===== src/hdl/lra_pkg.sv =====
`default_nettype none

package lra_pkg;

    // Coordinate width of every endpoint and pixel field.
    localparam int COORD_BITS = 12;

    // Width of the signed error terms.
    localparam int TERM_BITS = COORD_BITS + 3;

    // Command codes carried in the mode field.
    localparam logic MODE_LOAD = 1'b0;
    localparam logic MODE_STEP = 1'b1;

    // One command transfer.
    typedef struct packed {
        logic                  mode;
        logic [COORD_BITS-1:0] x_start;
        logic [COORD_BITS-1:0] y_start;
        logic [COORD_BITS-1:0] x_end;
        logic [COORD_BITS-1:0] y_end;
    } lra_cmd_t;

    // One pixel transfer.
    typedef struct packed {
        logic [COORD_BITS-1:0] pixel_x;
        logic [COORD_BITS-1:0] pixel_y;
        logic                  pixel_valid;
        logic                  last_pixel;
    } lra_pix_t;

    // Initial line state worked out from a load command.
    typedef struct packed {
        logic                        zero_len;
        logic                        steep;
        logic                        minor_desc;
        logic [COORD_BITS-1:0]       major_pos;
        logic [COORD_BITS-1:0]       minor_pos;
        logic [COORD_BITS-1:0]       major_stop;
        logic signed [TERM_BITS-1:0] decision;
        logic signed [TERM_BITS-1:0] straight_inc;
        logic signed [TERM_BITS-1:0] diagonal_inc;
    } lra_setup_t;

endpackage

`default_nettype wire


===== src/hdl/line_rasterizer_all_octants_core.sv =====
`default_nettype none
// Bresenham line rasterizer covering all eight octants.
// Command channel (cmd_valid, cmd_stall, cmd): mode LOAD carries two
// endpoints, sets up a new line and returns its first pixel; mode STEP
// returns the next pixel of the current line. A load abandons any line
// in progress. A zero-length line, or a step with no line active, returns
// a result with pixel_valid low and last_pixel high.
// Pixel channel (pix_valid, pix_stall, pix): exactly one result per command,
// in command order; last_pixel marks the line's end point.
// A command passes from the input register through the setup/step logic
// into the result register. Throughput is one command per cycle while
// the receiver does not stall, set by the update of the line state.
// When the receiver stalls, the result register holds its pixel and the
// input register fills, after which cmd_stall rises.
// Reset clears both valid flags and leaves no line active.
module line_rasterizer_all_octants_core (
    input  wire logic              clk,
    input  wire logic              rst_n,
    input  wire logic              cmd_valid,
    output logic                   cmd_stall,
    input  wire lra_pkg::lra_cmd_t cmd,
    output logic                   pix_valid,
    input  wire logic              pix_stall,
    output lra_pkg::lra_pix_t      pix
);
    import lra_pkg::*;

    logic       engine_ready;
    logic       held_valid;
    lra_cmd_t   held_cmd;
    lra_setup_t setup;

    lra_in_reg u_in_reg (
        .clk          (clk),
        .rst_n        (rst_n),
        .cmd_valid    (cmd_valid),
        .cmd_stall    (cmd_stall),
        .cmd          (cmd),
        .engine_ready (engine_ready),
        .held_valid   (held_valid),
        .held_cmd     (held_cmd)
    );

    lra_setup u_setup (
        .cmd   (held_cmd),
        .setup (setup)
    );

    lra_engine u_engine (
        .clk          (clk),
        .rst_n        (rst_n),
        .held_valid   (held_valid),
        .held_cmd     (held_cmd),
        .setup        (setup),
        .engine_ready (engine_ready),
        .pix_valid    (pix_valid),
        .pix_stall    (pix_stall),
        .pix          (pix)
    );

endmodule

`default_nettype wire


===== src/hdl/lra_in_reg.sv =====
`default_nettype none

module lra_in_reg (
    input  wire logic              clk,
    input  wire logic              rst_n,
    input  wire logic              cmd_valid,
    output logic                   cmd_stall,
    input  wire lra_pkg::lra_cmd_t cmd,
    input  wire logic              engine_ready,
    output logic                   held_valid,
    output lra_pkg::lra_cmd_t      held_cmd
);
    import lra_pkg::*;

    logic     valid_reg;
    logic     valid_next;
    lra_cmd_t cmd_reg;

    // The register holds its command until the engine takes it.
    assign cmd_stall  = valid_reg && !engine_ready;
    assign valid_next = cmd_stall ? valid_reg : cmd_valid;

    always_ff @(posedge clk or negedge rst_n)
    begin
        if (!rst_n)
        begin
            valid_reg <= 1'b0;
        end
        else
        begin
            valid_reg <= valid_next;
        end
    end

    // Payload is captured on every accepted transfer.
    always_ff @(posedge clk)
    begin
        if (cmd_valid && !cmd_stall)
        begin
            cmd_reg <= cmd;
        end
    end

    assign held_valid = valid_reg;
    assign held_cmd   = cmd_reg;

endmodule

`default_nettype wire


===== src/hdl/lra_setup.sv =====
`default_nettype none

module lra_setup (
    input  wire lra_pkg::lra_cmd_t cmd,
    output lra_pkg::lra_setup_t    setup
);
    import lra_pkg::*;

    logic [COORD_BITS-1:0]       adx;
    logic [COORD_BITS-1:0]       ady;
    logic                        steep;
    logic [COORD_BITS-1:0]       ma0;
    logic [COORD_BITS-1:0]       mi0;
    logic [COORD_BITS-1:0]       ma1;
    logic [COORD_BITS-1:0]       mi1;
    logic [COORD_BITS-1:0]       lo_major;
    logic [COORD_BITS-1:0]       lo_minor;
    logic [COORD_BITS-1:0]       hi_major;
    logic [COORD_BITS-1:0]       hi_minor;
    logic [COORD_BITS-1:0]       dmaj;
    logic [COORD_BITS-1:0]       dmin;
    logic                        desc;
    logic signed [TERM_BITS-1:0] dmaj_s;
    logic signed [TERM_BITS-1:0] dmin2_s;

    always_comb
    begin
        // Absolute deltas pick the major axis.
        adx = (cmd.x_end >= cmd.x_start) ? (cmd.x_end - cmd.x_start)
                                         : (cmd.x_start - cmd.x_end);
        ady = (cmd.y_end >= cmd.y_start) ? (cmd.y_end - cmd.y_start)
                                         : (cmd.y_start - cmd.y_end);
        steep = (ady > adx);

        if (steep)
        begin
            ma0 = cmd.y_start;
            mi0 = cmd.x_start;
            ma1 = cmd.y_end;
            mi1 = cmd.x_end;
        end
        else
        begin
            ma0 = cmd.x_start;
            mi0 = cmd.y_start;
            ma1 = cmd.x_end;
            mi1 = cmd.y_end;
        end

        // Order the endpoints so that the major coordinate rises.
        if (ma1 < ma0)
        begin
            lo_major = ma1;
            lo_minor = mi1;
            hi_major = ma0;
            hi_minor = mi0;
        end
        else
        begin
            lo_major = ma0;
            lo_minor = mi0;
            hi_major = ma1;
            hi_minor = mi1;
        end

        dmaj = hi_major - lo_major;
        desc = (hi_minor < lo_minor);
        dmin = desc ? (lo_minor - hi_minor) : (hi_minor - lo_minor);

        // Error terms: 2*dmin, 2*(dmin-dmaj) and 2*dmin-dmaj.
        dmaj_s  = signed'({{(TERM_BITS-COORD_BITS){1'b0}}, dmaj});
        dmin2_s = signed'({{(TERM_BITS-COORD_BITS-1){1'b0}}, dmin, 1'b0});

        setup.zero_len     = (cmd.x_start == cmd.x_end) && (cmd.y_start == cmd.y_end);
        setup.steep        = steep;
        setup.minor_desc   = desc;
        setup.major_pos    = lo_major;
        setup.minor_pos    = lo_minor;
        setup.major_stop   = hi_major;
        setup.straight_inc = dmin2_s;
        setup.diagonal_inc = dmin2_s - (dmaj_s <<< 1);
        setup.decision     = dmin2_s - dmaj_s;
    end

endmodule

`default_nettype wire


===== src/hdl/lra_engine.sv =====
`default_nettype none

module lra_engine (
    input  wire logic                clk,
    input  wire logic                rst_n,
    input  wire logic                held_valid,
    input  wire lra_pkg::lra_cmd_t   held_cmd,
    input  wire lra_pkg::lra_setup_t setup,
    output logic                     engine_ready,
    output logic                     pix_valid,
    input  wire logic                pix_stall,
    output lra_pkg::lra_pix_t        pix
);
    import lra_pkg::*;

    logic                        take;

    // Line state.
    logic [COORD_BITS-1:0]       major_reg;
    logic [COORD_BITS-1:0]       major_next;
    logic [COORD_BITS-1:0]       minor_reg;
    logic [COORD_BITS-1:0]       minor_next;
    logic [COORD_BITS-1:0]       stop_reg;
    logic [COORD_BITS-1:0]       stop_next;
    logic signed [TERM_BITS-1:0] dec_reg;
    logic signed [TERM_BITS-1:0] dec_next;
    logic signed [TERM_BITS-1:0] str_reg;
    logic signed [TERM_BITS-1:0] str_next;
    logic signed [TERM_BITS-1:0] diag_reg;
    logic signed [TERM_BITS-1:0] diag_next;
    logic                        steep_reg;
    logic                        steep_next;
    logic                        desc_reg;
    logic                        desc_next;
    logic                        active_reg;
    logic                        active_next;

    // Result register.
    logic                        res_valid_reg;
    logic                        res_valid_next;
    lra_pix_t                    res_reg;
    lra_pix_t                    res_next;

    assign engine_ready = !res_valid_reg || !pix_stall;
    assign take         = held_valid && engine_ready;

    // Load or step: next line state and the pixel it produces.
    always_comb
    begin
        major_next  = major_reg;
        minor_next  = minor_reg;
        stop_next   = stop_reg;
        dec_next    = dec_reg;
        str_next    = str_reg;
        diag_next   = diag_reg;
        steep_next  = steep_reg;
        desc_next   = desc_reg;
        active_next = active_reg;
        res_next    = '{pixel_x: '0, pixel_y: '0, pixel_valid: 1'b0, last_pixel: 1'b1};

        if (held_cmd.mode == MODE_LOAD)
        begin
            active_next = 1'b0;
            if (!setup.zero_len)
            begin
                major_next  = setup.major_pos;
                minor_next  = setup.minor_pos;
                stop_next   = setup.major_stop;
                dec_next    = setup.decision;
                str_next    = setup.straight_inc;
                diag_next   = setup.diagonal_inc;
                steep_next  = setup.steep;
                desc_next   = setup.minor_desc;
                active_next = 1'b1;
            end
        end
        else if (!active_reg || (major_reg >= stop_reg))
        begin
            active_next = 1'b0;
        end
        else
        begin
            // Bresenham step: straight when the decision term is not positive.
            major_next = major_reg + COORD_BITS'(1);
            if (dec_reg[TERM_BITS-1] || (dec_reg == '0))
            begin
                dec_next = dec_reg + str_reg;
            end
            else
            begin
                dec_next   = dec_reg + diag_reg;
                minor_next = desc_reg ? (minor_reg - COORD_BITS'(1))
                                      : (minor_reg + COORD_BITS'(1));
            end
        end

        // Any line still active after the update emits its current pixel.
        if (active_next)
        begin
            res_next.pixel_x     = steep_next ? minor_next : major_next;
            res_next.pixel_y     = steep_next ? major_next : minor_next;
            res_next.pixel_valid = 1'b1;
            res_next.last_pixel  = (major_next == stop_next);
            if (major_next == stop_next)
            begin
                active_next = 1'b0;
            end
        end
    end

    assign res_valid_next = take ? 1'b1 : (res_valid_reg && pix_stall);

    always_ff @(posedge clk or negedge rst_n)
    begin
        if (!rst_n)
        begin
            major_reg     <= '0;
            minor_reg     <= '0;
            stop_reg      <= '0;
            dec_reg       <= '0;
            str_reg       <= '0;
            diag_reg      <= '0;
            steep_reg     <= 1'b0;
            desc_reg      <= 1'b0;
            active_reg    <= 1'b0;
            res_valid_reg <= 1'b0;
        end
        else
        begin
            res_valid_reg <= res_valid_next;
            if (take)
            begin
                major_reg  <= major_next;
                minor_reg  <= minor_next;
                stop_reg   <= stop_next;
                dec_reg    <= dec_next;
                str_reg    <= str_next;
                diag_reg   <= diag_next;
                steep_reg  <= steep_next;
                desc_reg   <= desc_next;
                active_reg <= active_next;
            end
        end
    end

    always_ff @(posedge clk)
    begin
        if (take)
        begin
            res_reg <= res_next;
        end
    end

    assign pix_valid = res_valid_reg;
    assign pix       = res_reg;

endmodule

`default_nettype wire


===== config.mk =====
export PLATFORM = sky130hd
export DESIGN_NAME = line_rasterizer_all_octants_core
export DESIGN_NICKNAME = d
export VERILOG_FILES = /design/src/hdl/lra_pkg.sv /design/src/hdl/line_rasterizer_all_octants_core.sv /design/src/hdl/lra_in_reg.sv /design/src/hdl/lra_setup.sv /design/src/hdl/lra_engine.sv
export SDC_FILE = /design/constraint.sdc
export NUM_CORES = 1
export LEC_CHECK = 0
export ABC_AREA = 1
export BUFFER_PORTS_ARGS = -buffer_cell sky130_fd_sc_hd__buf_4
export CAP_MARGIN = 20
export CORE_UTILIZATION = 30
export DETAILED_ROUTE_END_ITERATION = 10
export GPL_TIMING_DRIVEN = 0
export HOLD_SLACK_MARGIN = 0.06
export SLEW_MARGIN = 20
export SYNTH_ARGS = -nofsm -noshare
export SYNTH_HDL_FRONTEND = slang
export SYNTH_SLANG_ARGS = --single-unit

===== constraint.sdc =====
create_clock -name clk -period 13.1 [get_ports clk]
set_input_delay 3.93 -clock clk [delete_from_list [all_inputs] [get_ports clk]]
set_output_delay 3.93 -clock clk [all_outputs]
set_load 0.01 [all_outputs]

# == Yosys cells after proc, flatten, opt, wreduce, memory -nomap -nowiden ==
# Cells that the tools add are included.
# W data, S select, Z words.
# op_classes
eq_ne,5
reduce_logical,16
n_bitwise,2
add_sub_neg,14
n_mux,36
magnitude_cmp,6
# ops
operator,count
$mux W12,23
$sub A12 B12 Y12,7
$mux W15,4
$eq A12 B12 Y1,3
$ge A12 B12 Y1,3
$add A12 B1 Y12 const B,2
$lt A12 B12 Y1,2
$add A15 B14 Y15,1
$add A15 B15 Y15,1
$logic_not A15 Y1,1
$sub A13 B12 Y14,1
$sub A13 B13 Y14,1
$gt A12 B12 Y1,1
$sub A12 B1 Y12 const B,1
$mux W1,8
$reduce_and A3 Y1,2
$logic_and A1 B1 Y1,5
$logic_not A1 Y1,5
$ne A2 B2 Y1 const B,2
$logic_or A1 B1 Y1,3
$mux W2,1
$not A1 Y1,2
# word_totals
out_inout_bits,28
in_bits,53
word_cells,99
reg_bits,158

# == Longest topological paths before layout ==
# depth
ltp_word,11
mapped_depth,78
mapped_depth_nobuf,68

# == Hierarchy ==
# A second synthesis with hierarchy kept.
# unflattened
hier_cells,2198
area_unflattened_um2,15363.5
# modules_own_cells
mod,seq_area_each_um2,cells_each,area_per_inst_um2,n_inst
lra_engine,2907.8,1034,7458.4,1
lra_setup,0.0,1108,6376.1,1
lra_in_reg,1496.4,56,1529.0,1

# == Least setup slack after synthesis ==
# OpenSTA, ideal clock, no wires.
# synth_timing
path_kind,register -> register
startpoint,"register u_in_reg.cmd_reg, in the netlist u_in_reg.held_cmd[0]"
endpoint,register u_engine.dec_reg[11]
required_ps,13035
setup_slack_ps,2777
t_arrival_ps,10258
n_path_buf,10
stages_incl_launch_ff,70
cell_sequence,edfxtp_1 -> inv_1 -> ha_1 -> inv_1 -> fa_1 -> a221oi_1 -> o211a_1 -> nand2_1 -> mux2i_1 -> o311ai_0 -> nand3_1 -> nand3_1 -> xor2_1 -> inv_1 -> ha_1 -> nand2_1 -> inv_1 -> nand2_1 -> (+34 left out) -> ha_1 -> a21o_1 -> a31oi_1 -> nor2_1 -> nor2_1 -> o21bai_1 -> nand2_1 -> nand2_1 -> a21oi_1 -> o21ai_0 -> nand2_1 -> inv_1 -> o21ai_0 -> nand2_1 -> a21oi_1 -> o21ai_0 -> o311ai_0 -> o21a_1
# synth_lines
element,line,source
start: declaration,lra_in_reg.sv:17,lra_cmd_t cmd_reg;
start signal: assignment,lra_in_reg.sv:40,cmd_reg <= cmd;
end signal: assignment,lra_engine.sv:136,dec_reg <= dec_next;
end: declaration,lra_engine.sv:25,logic signed [TERM_BITS-1:0] dec_reg;

==> impl_summary.md <==
Global routing
The initial antenna violation count is 0. Across every metal layer, demand over resource in global routing totals a little under a fifth. The via count of the first global-routing pass came to 12700. The pin count of the biggest net entering global routing is about 80. The wire length of the first global-routing pass is between 60 and 70 mm.

Summed over all layers, the global routing overflow is 0.

STA
The fraction of the cycle the final worst path needs is between 90% and 100%. The number of max-slew violations in the final report is 0. The worst pin sits at a relative slew slack of between 40% and 50%. Setup repair after global routing left no endpoint under its margin.

Setup violations remaining at the end of the flow were counted as 0. The number of hold violations in the final report came to 0. Based on the critical path, the design can be clocked at up to 0.0840 GHz. The final critical delay including setup and external delays is ~12 ns.

At the pin with the least slew margin, the transition time is about 0.82 ns. The post-route worst hold slack is 0.476 ns. Across the routed clock network, the largest skew measured is around 0.011 ns. Summed over all failing endpoints, the final setup total negative slack is 0 ns.

Min path
In this run the worst hold path is classified as flop to flop. The count of cells along the worst hold path is 2. The startpoint identified for the worst hold timing path is u_engine.diag_reg[2]. For hold timing, the worst endpoint is u_engine.diag_reg[2].

Worst setup path
The number of cells on the worst reg-to-reg path is 66. The slowest stage of the critical path is the sky130_fd_sc_hd__o21ai_0 cell. For the worst setup path, the data required time is 13.52 ns.

For this run, the slowest stage of the critical path takes 0.52 ns. Among the stages of the critical path, the cell type that occurs most often is sky130_fd_sc_hd__nand2_1. The maximum fanout along the worst path is 19.

The worst setup path is launched from a flop. The critical path in this run is classified as flop to flop. The category of the worst setup path capture point is a flop. The register-to-register setup slack is 1.20 ns. In this run the critical register-to-register path is launched from u_in_reg.held_cmd[22]. The capture point of the worst reg-to-reg path is u_engine.dec_reg[11]. For the worst setup path, the data arrival time is about 12 ns.

Floorplan
From left edge to right edge, the die measures 220 um. The initial utilization of the core area, before any placement, comes to just over 30%. The core outline area is 46700 um^2. The placement row count is 79. In this run the count of I/O pins placed on the die edge is 81. The die height is roughly 220 um. The floorplan die area is slightly below 50000 um^2.

Synthesis
The primary flip-flop cell chosen by synthesis mapping is sky130_fd_sc_hd__dfrtp_1. The flop and latch count out of synthesis is around 160. After synthesis, the cell types taking the most area are sky130_fd_sc_hd__edfxtp_1 (16%), sky130_fd_sc_hd__dfrtp_1 (14%), sky130_fd_sc_hd__ha_1 (13%), sky130_fd_sc_hd__nand2_1 (13%), sky130_fd_sc_hd__o21ai_0 (7.7%). A synthesized cell averages 7.36 um^2.

The distinct cell type count after synthesis is 65. The post-synthesis instance area is 14200 um^2. The number of flops mapped to enable cells by yosys is 75. The sequential-to-total area share from yosys stat is between 30 and 40%. The gate count of the mapped netlist is ~1900. The share of synthesized area in the top cell type comes to between 10% and 20%. The Yosys step of the flow raised 0 warnings. The number of nets in the synthesized netlist is approximately 2100. In the synthesized netlist the async set-or-reset flop fraction comes to between 50% and 60%. The most area-hungry cell type in the Yosys netlist is sky130_fd_sc_hd__edfxtp_1.

Route
The total wire length after detailed routing is 43.6 mm. After the first detailed-routing iteration, the DRC count stood at around 1100. In the routed design, unresolved DRC markers number 0. The first-pass detailed-route iteration total is 5.

The count of nets left with antenna violations once routing finished came out at 0. In the final routed layout, each cell accounts on average for approximately 16 um. The routed layout has 13300 vias. In the routed layout, each cell is associated on average with a via count of roughly 5.

Clock tree
Clock tree synthesis found a total of around 160 sinks. The cell at the root of the clock tree is sky130_fd_sc_hd__clkbuf_16. The post-cts repair resize count is 0.

The clock latency of the later-clocked register in the worst-skew pair is ~0.49 ns. For this design, the CTS-stage hold fixing added 0 buffers. The H-tree was split into 4 levels. No sink is reached through more buffers than the 2 on the longest clock path. Counting the buffers created by CTS gives 17.

TritonCTS built the clock tree. The clock-pin slew of the registers on the worst-case setup and hold paths is roughly 0.070 ns. The post-CTS setup-driven buffer insertion count is 0.

Cells and area
For this run, the post-layout net count is roughly 2200. The antenna diode count is 0. The post-route netlist has about 10% of its cells at a drive strength greater than 1. The number of flip-flops under the largest register name is ~50.

The area growth from synthesis to layout is 14.3%. The final core utilization is 34.8%. The most frequent standard cell in the layout excluding fill and tap cells is sky130_fd_sc_hd__nand2_1. Leaving out fill and tap cells, the most frequent cells in the layout are sky130_fd_sc_hd__nand2_1 (493), sky130_fd_sc_hd__inv_1 (244), sky130_fd_sc_hd__o21ai_0 (219). The fill cell instance count of the final layout is 4961.

Run
Across the run, the number of max-cap violations was 0.

Placement
During placement, the flow inserted port buffers numbering 80. The detailed placer's ending HPWL is 36.1 mm. The congestion estimate from routability-driven global placement came to between 0.9 and 1.

Status
The flow ran to the end, and the final reports show no timing, DRC or antenna violations.
## cells in the mapped netlist (10+ instances only)
cell type and count:
sky130_fd_sc_hd__xor2_1 48, sky130_fd_sc_hd__nand2_2 21, sky130_fd_sc_hd__o221ai_1 14, sky130_fd_sc_hd__o21ai_1 41, sky130_fd_sc_hd__inv_1 245, sky130_fd_sc_hd__o21ai_2 15
sky130_fd_sc_hd__ha_1 148, sky130_fd_sc_hd__o21bai_1 10, sky130_fd_sc_hd__nand3_1 68, sky130_fd_sc_hd__nand2_1 493, sky130_fd_sc_hd__o21ai_0 219, sky130_fd_sc_hd__nand4_1 14
sky130_fd_sc_hd__xnor2_1 17, sky130_fd_sc_hd__clkbuf_1 35, sky130_fd_sc_hd__fa_1 10, sky130_fd_sc_hd__edfxtp_1 75, sky130_fd_sc_hd__a21oi_1 137, sky130_fd_sc_hd__nor2_1 78
sky130_fd_sc_hd__dfrtp_1 81, sky130_fd_sc_hd__o211ai_1 10
## worst max-delay path: cells and delay by family, from the launching register on
| kind | cells | cell delay (ns) |
|---|---|---|
| multiplexers | 1 | 0.37 |
| adder cells (fa/ha/maj) | 5 | 1.84 |
| buffers and inverters | 15 | 2.29 |
| XOR/XNOR | 1 | 0.17 |
| AND/OR/NAND/NOR | 22 | 2.34 |
| flip-flops | 1 | 0.39 |
| AO/OA/AOI/OAI | 22 | 4.40 |
## how the worst max path moves through the flow
stage	slack [ns]	to	cells past startpoint	startpoint
after floorplan	2.78	u_engine.dec_reg[11]	69	u_in_reg.held_cmd[0]
after global placement	0.66	u_engine.dec_reg[11]	68	u_in_reg.held_cmd[0]
after detailed placement	0.64	u_engine.dec_reg[11]	68	u_in_reg.held_cmd[0]
after CTS	0.58	u_engine.dec_reg[11]	68	u_in_reg.held_cmd[0]
after global routing	0.04	u_engine.dec_reg[14]	70	u_in_reg.held_cmd[22]
final	1.20	u_engine.dec_reg[11]	66	u_in_reg.held_cmd[22]
## metrics by stage
step / std cells / instance area (um^2) / worst slack [ns]
floorplan: 1931 / 14200 / 2.78
global placement: 2618 / 15600 / 0.664
detailed placement: 2620 / 15600 / 0.644
CTS: 2652 / 16200 / 0.584
global route: 2651 / 16300 / 0.0405
finish: 2651 / 16300 / 1.20
## cell type report
class                           instances  area (um^2)  share of cell area, %
Inverter                              252          946                   5.82
Clock inverter                         14          195                   1.20
Timing Repair Buffer                   82          644                   3.97
Tap cell                              607          759                   4.67
Multi-Input combinational cell       1464         8690                   53.5
Clock buffer                           18          429                   2.64
Buffer                                 58          310                   1.91
Sequential cell                       156         4280                   26.3
## metal layers
layer	track usage [%]	part of all wire [%]	vias up	wire length, um
met5	0	0	-	0
met4	7.89	3.0	0	1290
met3	3.37	4.2	65	1840
met2	31.6	48	326	20700
met1	23.1	45	6186	19700
li1	-	-	6702	-
## logic make-up after synthesis
| family | share of synthesized area (%) |
|---|---|
| simple gates | 21.8 |
| fa+ha+maj | 14.4 |
| mux | 0.282 |
| compound gates | 20.5 |
| flops | 30.1 |
| buf+inv | 8.84 |
| xor+xnor | 4.00 |
Power is left out: the tool's default activity adds up to more than one toggle a clock period on the data nets, which glitch-free logic cannot reach.
